## src/sv/tppwm_pkg.sv

```systemverilog
package tppwm_pkg;

    // Default structure sizes
    localparam int COUNT_WIDTH_DEF = 16;
    localparam int DEAD_WIDTH_DEF  = 7;
    localparam int PHASE_COUNT_DEF = 3;

    // Fixed field widths of the stream and register interfaces
    localparam int DUTY_W      = 17;
    localparam int DUTY_INPUTS = 3;
    localparam int TOP_CFG_W   = 16;
    localparam int DEAD_CFG_W  = 7;
    localparam int CFG_DATA_W  = 16;
    localparam int CFG_INDEX_W = 2;
    localparam int FUNC_W      = 2;
    localparam int COUNT_OUT_W = 16;
    localparam int S_TDATA_W   = 56;
    localparam int M_TDATA_W   = 32;

    // 0.4 in Q16, rounding offset of the duty conversion
    localparam logic [DUTY_W-1:0] ROUND_Q16 = 17'd26214;
    localparam int TOP_RESET = 4499;

    typedef enum logic [FUNC_W-1:0] {
        FUNC_TICK  = 2'd0,
        FUNC_LOAD  = 2'd1,
        FUNC_ZERO  = 2'd2,
        FUNC_ESTOP = 2'd3
    } func_t;

    localparam logic [CFG_INDEX_W-1:0] REG_PERIOD_TOP = 2'd0;
    localparam logic [CFG_INDEX_W-1:0] REG_DEAD_TICKS = 2'd1;

    typedef struct packed {
        logic high;
        logic low;
    } gate_drive_t;

endpackage

```

## src/sv/tppwm_duty_conv.sv

```systemverilog
module tppwm_duty_conv #(
    parameter int COUNT_WIDTH = tppwm_pkg::COUNT_WIDTH_DEF
) (
    input  logic [tppwm_pkg::DUTY_W-1:0] duty,
    input  logic [COUNT_WIDTH-1:0]       top,
    output logic [COUNT_WIDTH-1:0]       cmp
);
    import tppwm_pkg::*;

    localparam int PROD_W = DUTY_W + COUNT_WIDTH;

    logic [PROD_W-1:0]      prod;
    logic [PROD_W:0]        sum;
    logic [COUNT_WIDTH+1:0] scaled;

    assign prod   = PROD_W'(duty) * PROD_W'(top);
    assign sum    = {1'b0, prod} + (PROD_W + 1)'(ROUND_Q16);
    assign scaled = sum[PROD_W:16];

    // saturate at the turning point
    always_comb begin
        if (scaled > {2'b00, top}) begin
            cmp = top;
        end else begin
            cmp = scaled[COUNT_WIDTH-1:0];
        end
    end

endmodule

```

## config.mk

```make
export PLATFORM = sky130hd
export DESIGN_NAME = tppwm_duty_conv
export DESIGN_NICKNAME = d
export VERILOG_FILES = /design/src/sv/tppwm_pkg.sv /design/src/sv/tppwm_duty_conv.sv
export SDC_FILE = /design/constraint.sdc
export NUM_CORES = 1
export LEC_CHECK = 0
export ABC_AREA = 1
export BUFFER_PORTS_ARGS = -buffer_cell sky130_fd_sc_hd__buf_2
export CAP_MARGIN = 10
export CORE_ASPECT_RATIO = 0.5
export CORE_MARGIN = 2
export CORE_UTILIZATION = 40
export DETAILED_ROUTE_END_ITERATION = 8
export PLACE_DENSITY_LB_ADDON = 0.05
export SYNTH_ARGS = -nofsm -noshare
export SYNTH_HDL_FRONTEND = slang
export SYNTH_SLANG_ARGS = --single-unit
```

## constraint.sdc

```tcl
create_clock -name vclk -period 9.11
set_clock_uncertainty 0.1 [all_clocks]
set_input_delay 1.3665 -clock vclk [all_inputs]
set_output_delay 1.3665 -clock vclk [all_outputs]
set_load 0.01 [all_outputs]
```

==> results.toml <==
[floorplanning]
rows = 42
start_util = 0.410
design.core.area_um2 = 26600
die_h_um = 121
io_pins = 49
die-area_um2 = 28700
die_x_um = 237

[sta]
maxSlewHeadroom = 0.703
hold_viol_final = 0
rsz0062_at_grt = "true"
hold-worst-slack_ns = 3.02
period_share = 0.990
worst_pin_slew_ns = 0.441
slew_viol_final = 0
fin_setup_tns_ns = 0
finalSetupViolCount = 0
min_period_ns = 9.02
max_freq_ghz = 0.111

[critical_path]
worst-endpoint-arrival_ns = 7.55
path_max_fanout = 8
critPathKind = "in -> out"
crit_top_cell = "fa_1"
slowest_delay_ns = 0.58
cp_top_family = "adder cells"
crit_path_start_kind = "input pin"
critPathCaptureType = "primary output"
slowest_stage = "fa_1"
critical_path_buf_inv_count = 10
worstPathRequired_ns = 7.64

[routing]
wirelength_um = 33000
drtIter0Drc = 583
via_count = 9931
drc = 0
wl_per_cell_um = 15.6
ant_nets = 0
first_pass_iters = 5
post_drt_via_cell_ratio = 4.70

[yosys]
synth_nets = 1969
yosys_warnings = 0
yosys-top-cells-area = "fa_1 40%, nand2_1 18%, inv_1 17%"
synth_top_cell_area_share = 0.397
synth_cell_types = 30
synth_commonest_cells = "531 x nand2_1, 488 x inv_1, 216 x fa_1, 124 x ha_1, 48 x clkbuf_1"
yosysTopAreaCell = "fa_1"
synth_most_common_cell = "nand2_1"
synth-seq-area-share = 0
syn-cell-area_um2 = 10900
syn_avg_cell_area_um2 = 6.83
synthCells = 1596

[final_layout]
seq_cells = 0
drive_above_1_share = 0.249
area_growth_pct = 28.0
n_clock_buffer = 0
nNetsFinal = 2137
seqCellArea_um2 = 0
diodes = 0
final_core_util = 0.524

[outcome]
status = "complete, no violations"

[run]
drv_cap = 0

[min_path]
min_path_type = "in -> out"

[placed_design]
gp_congestion = 0.932
port_buffers = 49
hpwl_um = 28900

[global_route]
overflow = 0
grt_max_degree = 19
track_usage = 0.237
grt_pass1_wl_um = 53300
antenna_found_initial = 0
grt_pass1_vias = 10100

[clock_network]
hold_buffers = 0
through the flow:
step,setup WS [ns],cell area (um^2),instances
after floorplan,0.0371,10900,1596
after global placement,-0.420,12700,2099
after detailed placement,-0.408,12700,2099
after CTS,0.00575,13100,2104
after global routing,-0.168,13900,2114
final,0.0936,13900,2114
placed cells by master (no fill, tap or decap), types with 21 or more instances in the layout:
| master | instances |
|---|---|
| inv_2 | 24 |
| ha_1 | 97 |
| inv_1 | 464 |
| nand2_4 | 21 |
| nand4_1 | 22 |
| fa_1 | 206 |
| nand2_1 | 453 |
| buf_2 | 22 |
| nand2_2 | 73 |
| buf_4 | 173 |
| ha_4 | 26 |
| nor2_1 | 26 |
path summary, 6_finish.rpt:
path | start | to | slack [ns] | cells after the start
worst max-delay path | duty[5] | cmp[5] | 0.09 | 34
worst min-delay path | top[13] | cmp[13] | 3.02 | 4
what timing repair did:
action	in CTS	in global routing
setup buffers	4	11
gates resized for setup	83	214
pin swaps	17	88
setup endpoints to repair	16	16
hold endpoints to repair	0	0
gates cloned	1	0
per-layer routing:
layer / GRT usage / part of all wire
met4: 0.0220 / 0.0094
met2: 0.383 / 0.45
met3: 0.0171 / 0.043
met1: 0.359 / 0.50
met5: 0 / 0
cell type report:
cell class | instances | area [um^2]
Multi-Input combinational cell | 1039 | 9690
Timing Repair Buffer | 234 | 1970
Tap cell | 352 | 440
Fill cell | 2677 | 12600
Inverter | 489 | 1840
cells by family after synthesis:
logic type                 count (synthesis)  synth area share
AOI/OAI and AO/OA                         42            0.0207
adders and majority gates                340             0.539
and+or+nand+nor                          652             0.242
buffers and inverters                    558             0.195
xor gates and xnor gates                   4           0.00322
Power is not shown: default switching activity piles up to over one toggle a cycle in this logic, so the estimate is an artifact.
