### src/sv/tppwm_pkg.sv
package tppwm_pkg;

    // Default structure sizes
    localparam int COUNT_WIDTH_DEF = 16;
    localparam int DEAD_WIDTH_DEF  = 7;
    localparam int PHASE_COUNT_DEF = 3;

    // Fixed field widths of the stream and register interfaces
    localparam int DUTY_W      = 17;
    localparam int DUTY_INPUTS = 3;
    localparam int TOP_CFG_W   = 16;
    localparam int DEAD_CFG_W  = 7;
    localparam int CFG_DATA_W  = 16;
    localparam int CFG_INDEX_W = 2;
    localparam int FUNC_W      = 2;
    localparam int COUNT_OUT_W = 16;
    localparam int S_TDATA_W   = 56;
    localparam int M_TDATA_W   = 32;

    // 0.4 in Q16, rounding offset of the duty conversion
    localparam logic [DUTY_W-1:0] ROUND_Q16 = 17'd26214;
    localparam int TOP_RESET = 4499;

    typedef enum logic [FUNC_W-1:0] {
        FUNC_TICK  = 2'd0,
        FUNC_LOAD  = 2'd1,
        FUNC_ZERO  = 2'd2,
        FUNC_ESTOP = 2'd3
    } func_t;

    localparam logic [CFG_INDEX_W-1:0] REG_PERIOD_TOP = 2'd0;
    localparam logic [CFG_INDEX_W-1:0] REG_DEAD_TICKS = 2'd1;

    typedef struct packed {
        logic high;
        logic low;
    } gate_drive_t;

endpackage

### src/sv/tppwm_phase.sv
module tppwm_phase #(
    parameter int COUNT_WIDTH = tppwm_pkg::COUNT_WIDTH_DEF,
    parameter int DEAD_WIDTH  = tppwm_pkg::DEAD_WIDTH_DEF
) (
    input  logic                    aclk,
    input  logic                    aresetn,
    input  logic                    step,
    input  logic [COUNT_WIDTH-1:0]  count_next,
    input  logic [COUNT_WIDTH-1:0]  cmp_next,
    input  logic [DEAD_WIDTH-1:0]   dead_ticks,
    output tppwm_pkg::gate_drive_t  drive_next
);
    import tppwm_pkg::*;

    logic                  ref_reg, ref_next;
    logic [DEAD_WIDTH-1:0] dead_reg, dead_next;
    logic                  level;

    always_comb begin
        level     = count_next < cmp_next;
        ref_next  = ref_reg;
        dead_next = dead_reg;
        if (level != ref_reg) begin
            ref_next  = level;
            dead_next = dead_ticks;
        end else if (dead_reg != '0) begin
            dead_next = dead_reg - DEAD_WIDTH'(1);
        end
        // hold both sides off while the dead time runs
        drive_next.high = (dead_next == '0) && ref_next;
        drive_next.low  = (dead_next == '0) && !ref_next;
    end

    always_ff @(posedge aclk) begin
        if (!aresetn) begin
            ref_reg  <= 1'b0;
            dead_reg <= '0;
        end else if (step) begin
            ref_reg  <= ref_next;
            dead_reg <= dead_next;
        end
    end

endmodule

### config.mk
export PLATFORM = sky130hd
export DESIGN_NAME = tppwm_phase
export DESIGN_NICKNAME = d
export VERILOG_FILES = /design/src/sv/tppwm_pkg.sv /design/src/sv/tppwm_phase.sv
export SDC_FILE = /design/constraint.sdc
export NUM_CORES = 1
export LEC_CHECK = 0
export ABC_CLOCK_PERIOD_IN_PS = 3560
export BUFFER_PORTS_ARGS = -buffer_cell sky130_fd_sc_hd__buf_2
export CAP_MARGIN = 25
export CORE_MARGIN = 5
export CORE_UTILIZATION = 48
export CTS_CLUSTER_SIZE = 24
export DETAILED_ROUTE_END_ITERATION = 6
export PLACE_DENSITY = 0.79
export SLEW_MARGIN = 20
export SYNTH_ARGS = -nofsm -noshare
export SYNTH_HDL_FRONTEND = slang
export SYNTH_SLANG_ARGS = --single-unit
### constraint.sdc
create_clock -name aclk -period 3.56 [get_ports aclk]
set_input_delay 0 -clock aclk [delete_from_list [all_inputs] [get_ports aclk]]
set_output_delay 0 -clock aclk [all_outputs]
set_load 0.005 [all_outputs]
==> metrics <==
result of the run=finished clean; final setup skew=12.7 ps; count of yosys warnings during synthesis=0; hold_ws=7.12 ps; Clock transition at path regs=50 ps; combined area of all synthesized cells=0.00110 sq mm; most common library cells after synthesis=sky130_fd_sc_hd__inv_1, sky130_fd_sc_hd__ha_1, sky130_fd_sc_hd__nand2_1, sky130_fd_sc_hd__o21ai_0, sky130_fd_sc_hd__dfxtp_1; count of unique library cells instantiated by Yosys=42; total inserted antenna cells=0; setup repair after global routing missed its margin=no; Via density=5.62; Max-slew headroom=62.6%; Largest register FFs=7; # Max-Cap Violations=0; synth-to-layout area growth=21.9%; maximum fanout encountered on the critical timing path=20; detailed-route wire length per cell=13.0 microns; row count=17; ANT nets after route=0; type of the worst setup path=input pin to output port; total negative slack=0 ps; met3 routing resource usage after global routing=2.45%; Synth area leaders=sky130_fd_sc_hd__ha_1, sky130_fd_sc_hd__dfxtp_1, sky130_fd_sc_hd__inv_1, sky130_fd_sc_hd__o21ai_0, sky130_fd_sc_hd__nand2_1; horizontal die dimension=57.9 microns; final count of pins violating max slew=0; final layout net count=253; overall overflow remaining after global route=0; number of antenna violations at the first check in global routing=0; register bit count reported by yosys=8; launch point of the worst hold path=dead_ticks[2]; setup fix buffers added after clock tree synthesis=0; Residual DRC=0; Slew @ Worst Pin=557 ps; clock period minus worst slack=3030 ps; global-route track usage on met2=29.5%; layout cells sized above 1=26.3%; finished layout cell area=0.00134 sq mm; die boundary height=57.9 microns; placeable core region=0.00219 sq mm; cell count after placement=215; FF-to-FF setup slack=1520 ps; vias after detailed routing=1225; Initial Utilization=50.3%; global-route wire length before repair=4370 microns; top_reg_cell synth=sky130_fd_sc_hd__dfxtp_1; async set-reset flop share out of synthesis=0%; Final Worst Setup Slack=527 ps; CP Data Arrival Time=3030 ps; final estimated routing congestion in global placement=0.861; Resize count post-CTS=0; register area share after synthesis=14.5%; count of H-tree levels built during CTS=1; setup-violating endpoint count in the final report=0; via count of the first global-routing pass=1096; CTS tree=yes; worst-case clock buffer depth=2; Post-DP HPWL=2350 microns; Clock Latency Late Sink=270 ps; number of fillers in the final layout=185; total global-route track usage=15.8%; maximum number of pins on one net before global-route repair=21; TritonCTS buffer count=3; post-detailed-placement cell area=0.00132 sq mm; Static Leak=0.714 nW; peak ir drop on the vdd network=0.337 mV; number of clock sinks seen by CTS=8; routed wire length=2830 microns; count of flip-flops with a built-in enable after synthesis=0; cts-stage hold buffer count=0; initial detailed-routing violation count=33; ratio of final minimum period to clock period=85.2%; routing layer with the top usage in global route=met2; area of the die=0.00335 sq mm; final standard cell utilization of the core=61.3%; reg-to-reg startpoint=ref_reg; Power Dens Cells=328 mW/mm^2; Worst Reg-to-Reg Cells=6; CTS Root Cell=sky130_fd_sc_hd__clkbuf_4; Min-Delay Path Depth=3; post-route insts no fill=218; cell count after synthesis=150; Max Clock Freq=330 MHz; average cell area after synthesis=7.34 sq um; Synthesized Nets=211; fraction of met1 tracks used by global routing=18.5%; sort of element at the end of the critical path=output port; Hold Path End=dead_reg[2]; worst slack at placement=514 ps; PortBufs=43; most numerous cell in the Yosys netlist=sky130_fd_sc_hd__inv_1; portion of synthesized cell area occupied by the leading cell type=21.6%; class of the tightest hold or removal check=input pin to register; required time of the critical path=3560 ps; destination of the worst register-to-register timing path=dead_reg[2]; number of placed I/O pins=44; final number of hold-violating endpoints=0; Yosys top cell by area=sky130_fd_sc_hd__ha_1; total power consumption of the routed design=0.440 mW; type of element launching the critical path=input pin; first drt pass iteration count=4
==> worst max-delay path by stage <==
stage	from	to	slack [ps]	cells after the start
global placement	count_next[2]	drive_next[0]	570	13
floorplan	cmp_next[5]	drive_next[0]	1090	14
finish	count_next[2]	drive_next[0]	530	13
global route	count_next[2]	drive_next[0]	230	13
CTS	count_next[2]	drive_next[0]	510	13
detailed placement	count_next[2]	drive_next[0]	510	13
==> placed cells by master (no fill, tap or decap), types with 2 or more instances in the layout <==
master                     Yosys  routed
sky130_fd_sc_hd__nand2_1      12      12
sky130_fd_sc_hd__o211a_1       2       2
sky130_fd_sc_hd__dfxtp_1       8       8
sky130_fd_sc_hd__a21boi_0      3       3
sky130_fd_sc_hd__ha_1         19      19
sky130_fd_sc_hd__nand2b_1      2       2
sky130_fd_sc_hd__a21oi_1       7       7
sky130_fd_sc_hd__o21ai_0      11      11
sky130_fd_sc_hd__or4_1         2       2
sky130_fd_sc_hd__clkbuf_4      0       3
sky130_fd_sc_hd__a22oi_1       2       2
sky130_fd_sc_hd__nor2_1        4       4
sky130_fd_sc_hd__inv_1        21      21
sky130_fd_sc_hd__nand3_1       6       6
sky130_fd_sc_hd__buf_2         1      43
sky130_fd_sc_hd__o31ai_1       2       2
sky130_fd_sc_hd__a21o_1        5       5
sky130_fd_sc_hd__a31oi_1       5       5
sky130_fd_sc_hd__nor2b_1       7       7
sky130_fd_sc_hd__o21a_1        2       2
sky130_fd_sc_hd__nand4_1       2       2
sky130_fd_sc_hd__nor3_1        4       4
==> report_power, final <==
group	internal, mW	switching [mW]
combinational	0.110	0.131
clock	0.0389	0.0354
sequential	0.102	0.0225
total	0.251	0.189
==> final cells by class <==
cell class | instances | area [sq um] | area share [%]
inverters | 21 | 78.8 | 5.87
multi-input cells | 115 | 831 | 61.9
well taps | 28 | 35.0 | 2.61
clock buffers | 3 | 22.5 | 1.68
flip-flops and latches | 8 | 160 | 11.9
repair buffers | 43 | 215 | 16.0
==> cell families (layout without fill, tap and decap cells) <==
family | count (synthesis) | in the layout | share of synthesized area [%]
adders and majority gates | 19 | 19 | 21.6
xor gates and xnor gates | 1 | 1 | 0.796
and+or+nand+nor | 48 | 48 | 24.3
buffers and inverters | 27 | 67 | 10.0
DFF | 8 | 8 | 14.5
AOI/OAI and AO/OA | 47 | 47 | 28.7
==> routing by layer <==
layer	wire, microns	vias up
met5	0	-
met4	28	0
met3	331	4
met2	1330	67
met1	1140	532
li1	-	622
==> critical path, cell delays in order <==
cell and delay (ps):
sky130_fd_sc_hd__buf_2 100, sky130_fd_sc_hd__ha_1 300, sky130_fd_sc_hd__a211o_1 290, sky130_fd_sc_hd__a31oi_1 140
sky130_fd_sc_hd__o221ai_1 130, sky130_fd_sc_hd__a221oi_1 270, sky130_fd_sc_hd__o21a_1 170, sky130_fd_sc_hd__ha_1 410
sky130_fd_sc_hd__or4_1 590, sky130_fd_sc_hd__o21ai_0 160, sky130_fd_sc_hd__a21oi_1 80, sky130_fd_sc_hd__nor4_1 230
sky130_fd_sc_hd__buf_2 160
Note: power is estimated with default switching activity, not from simulation.
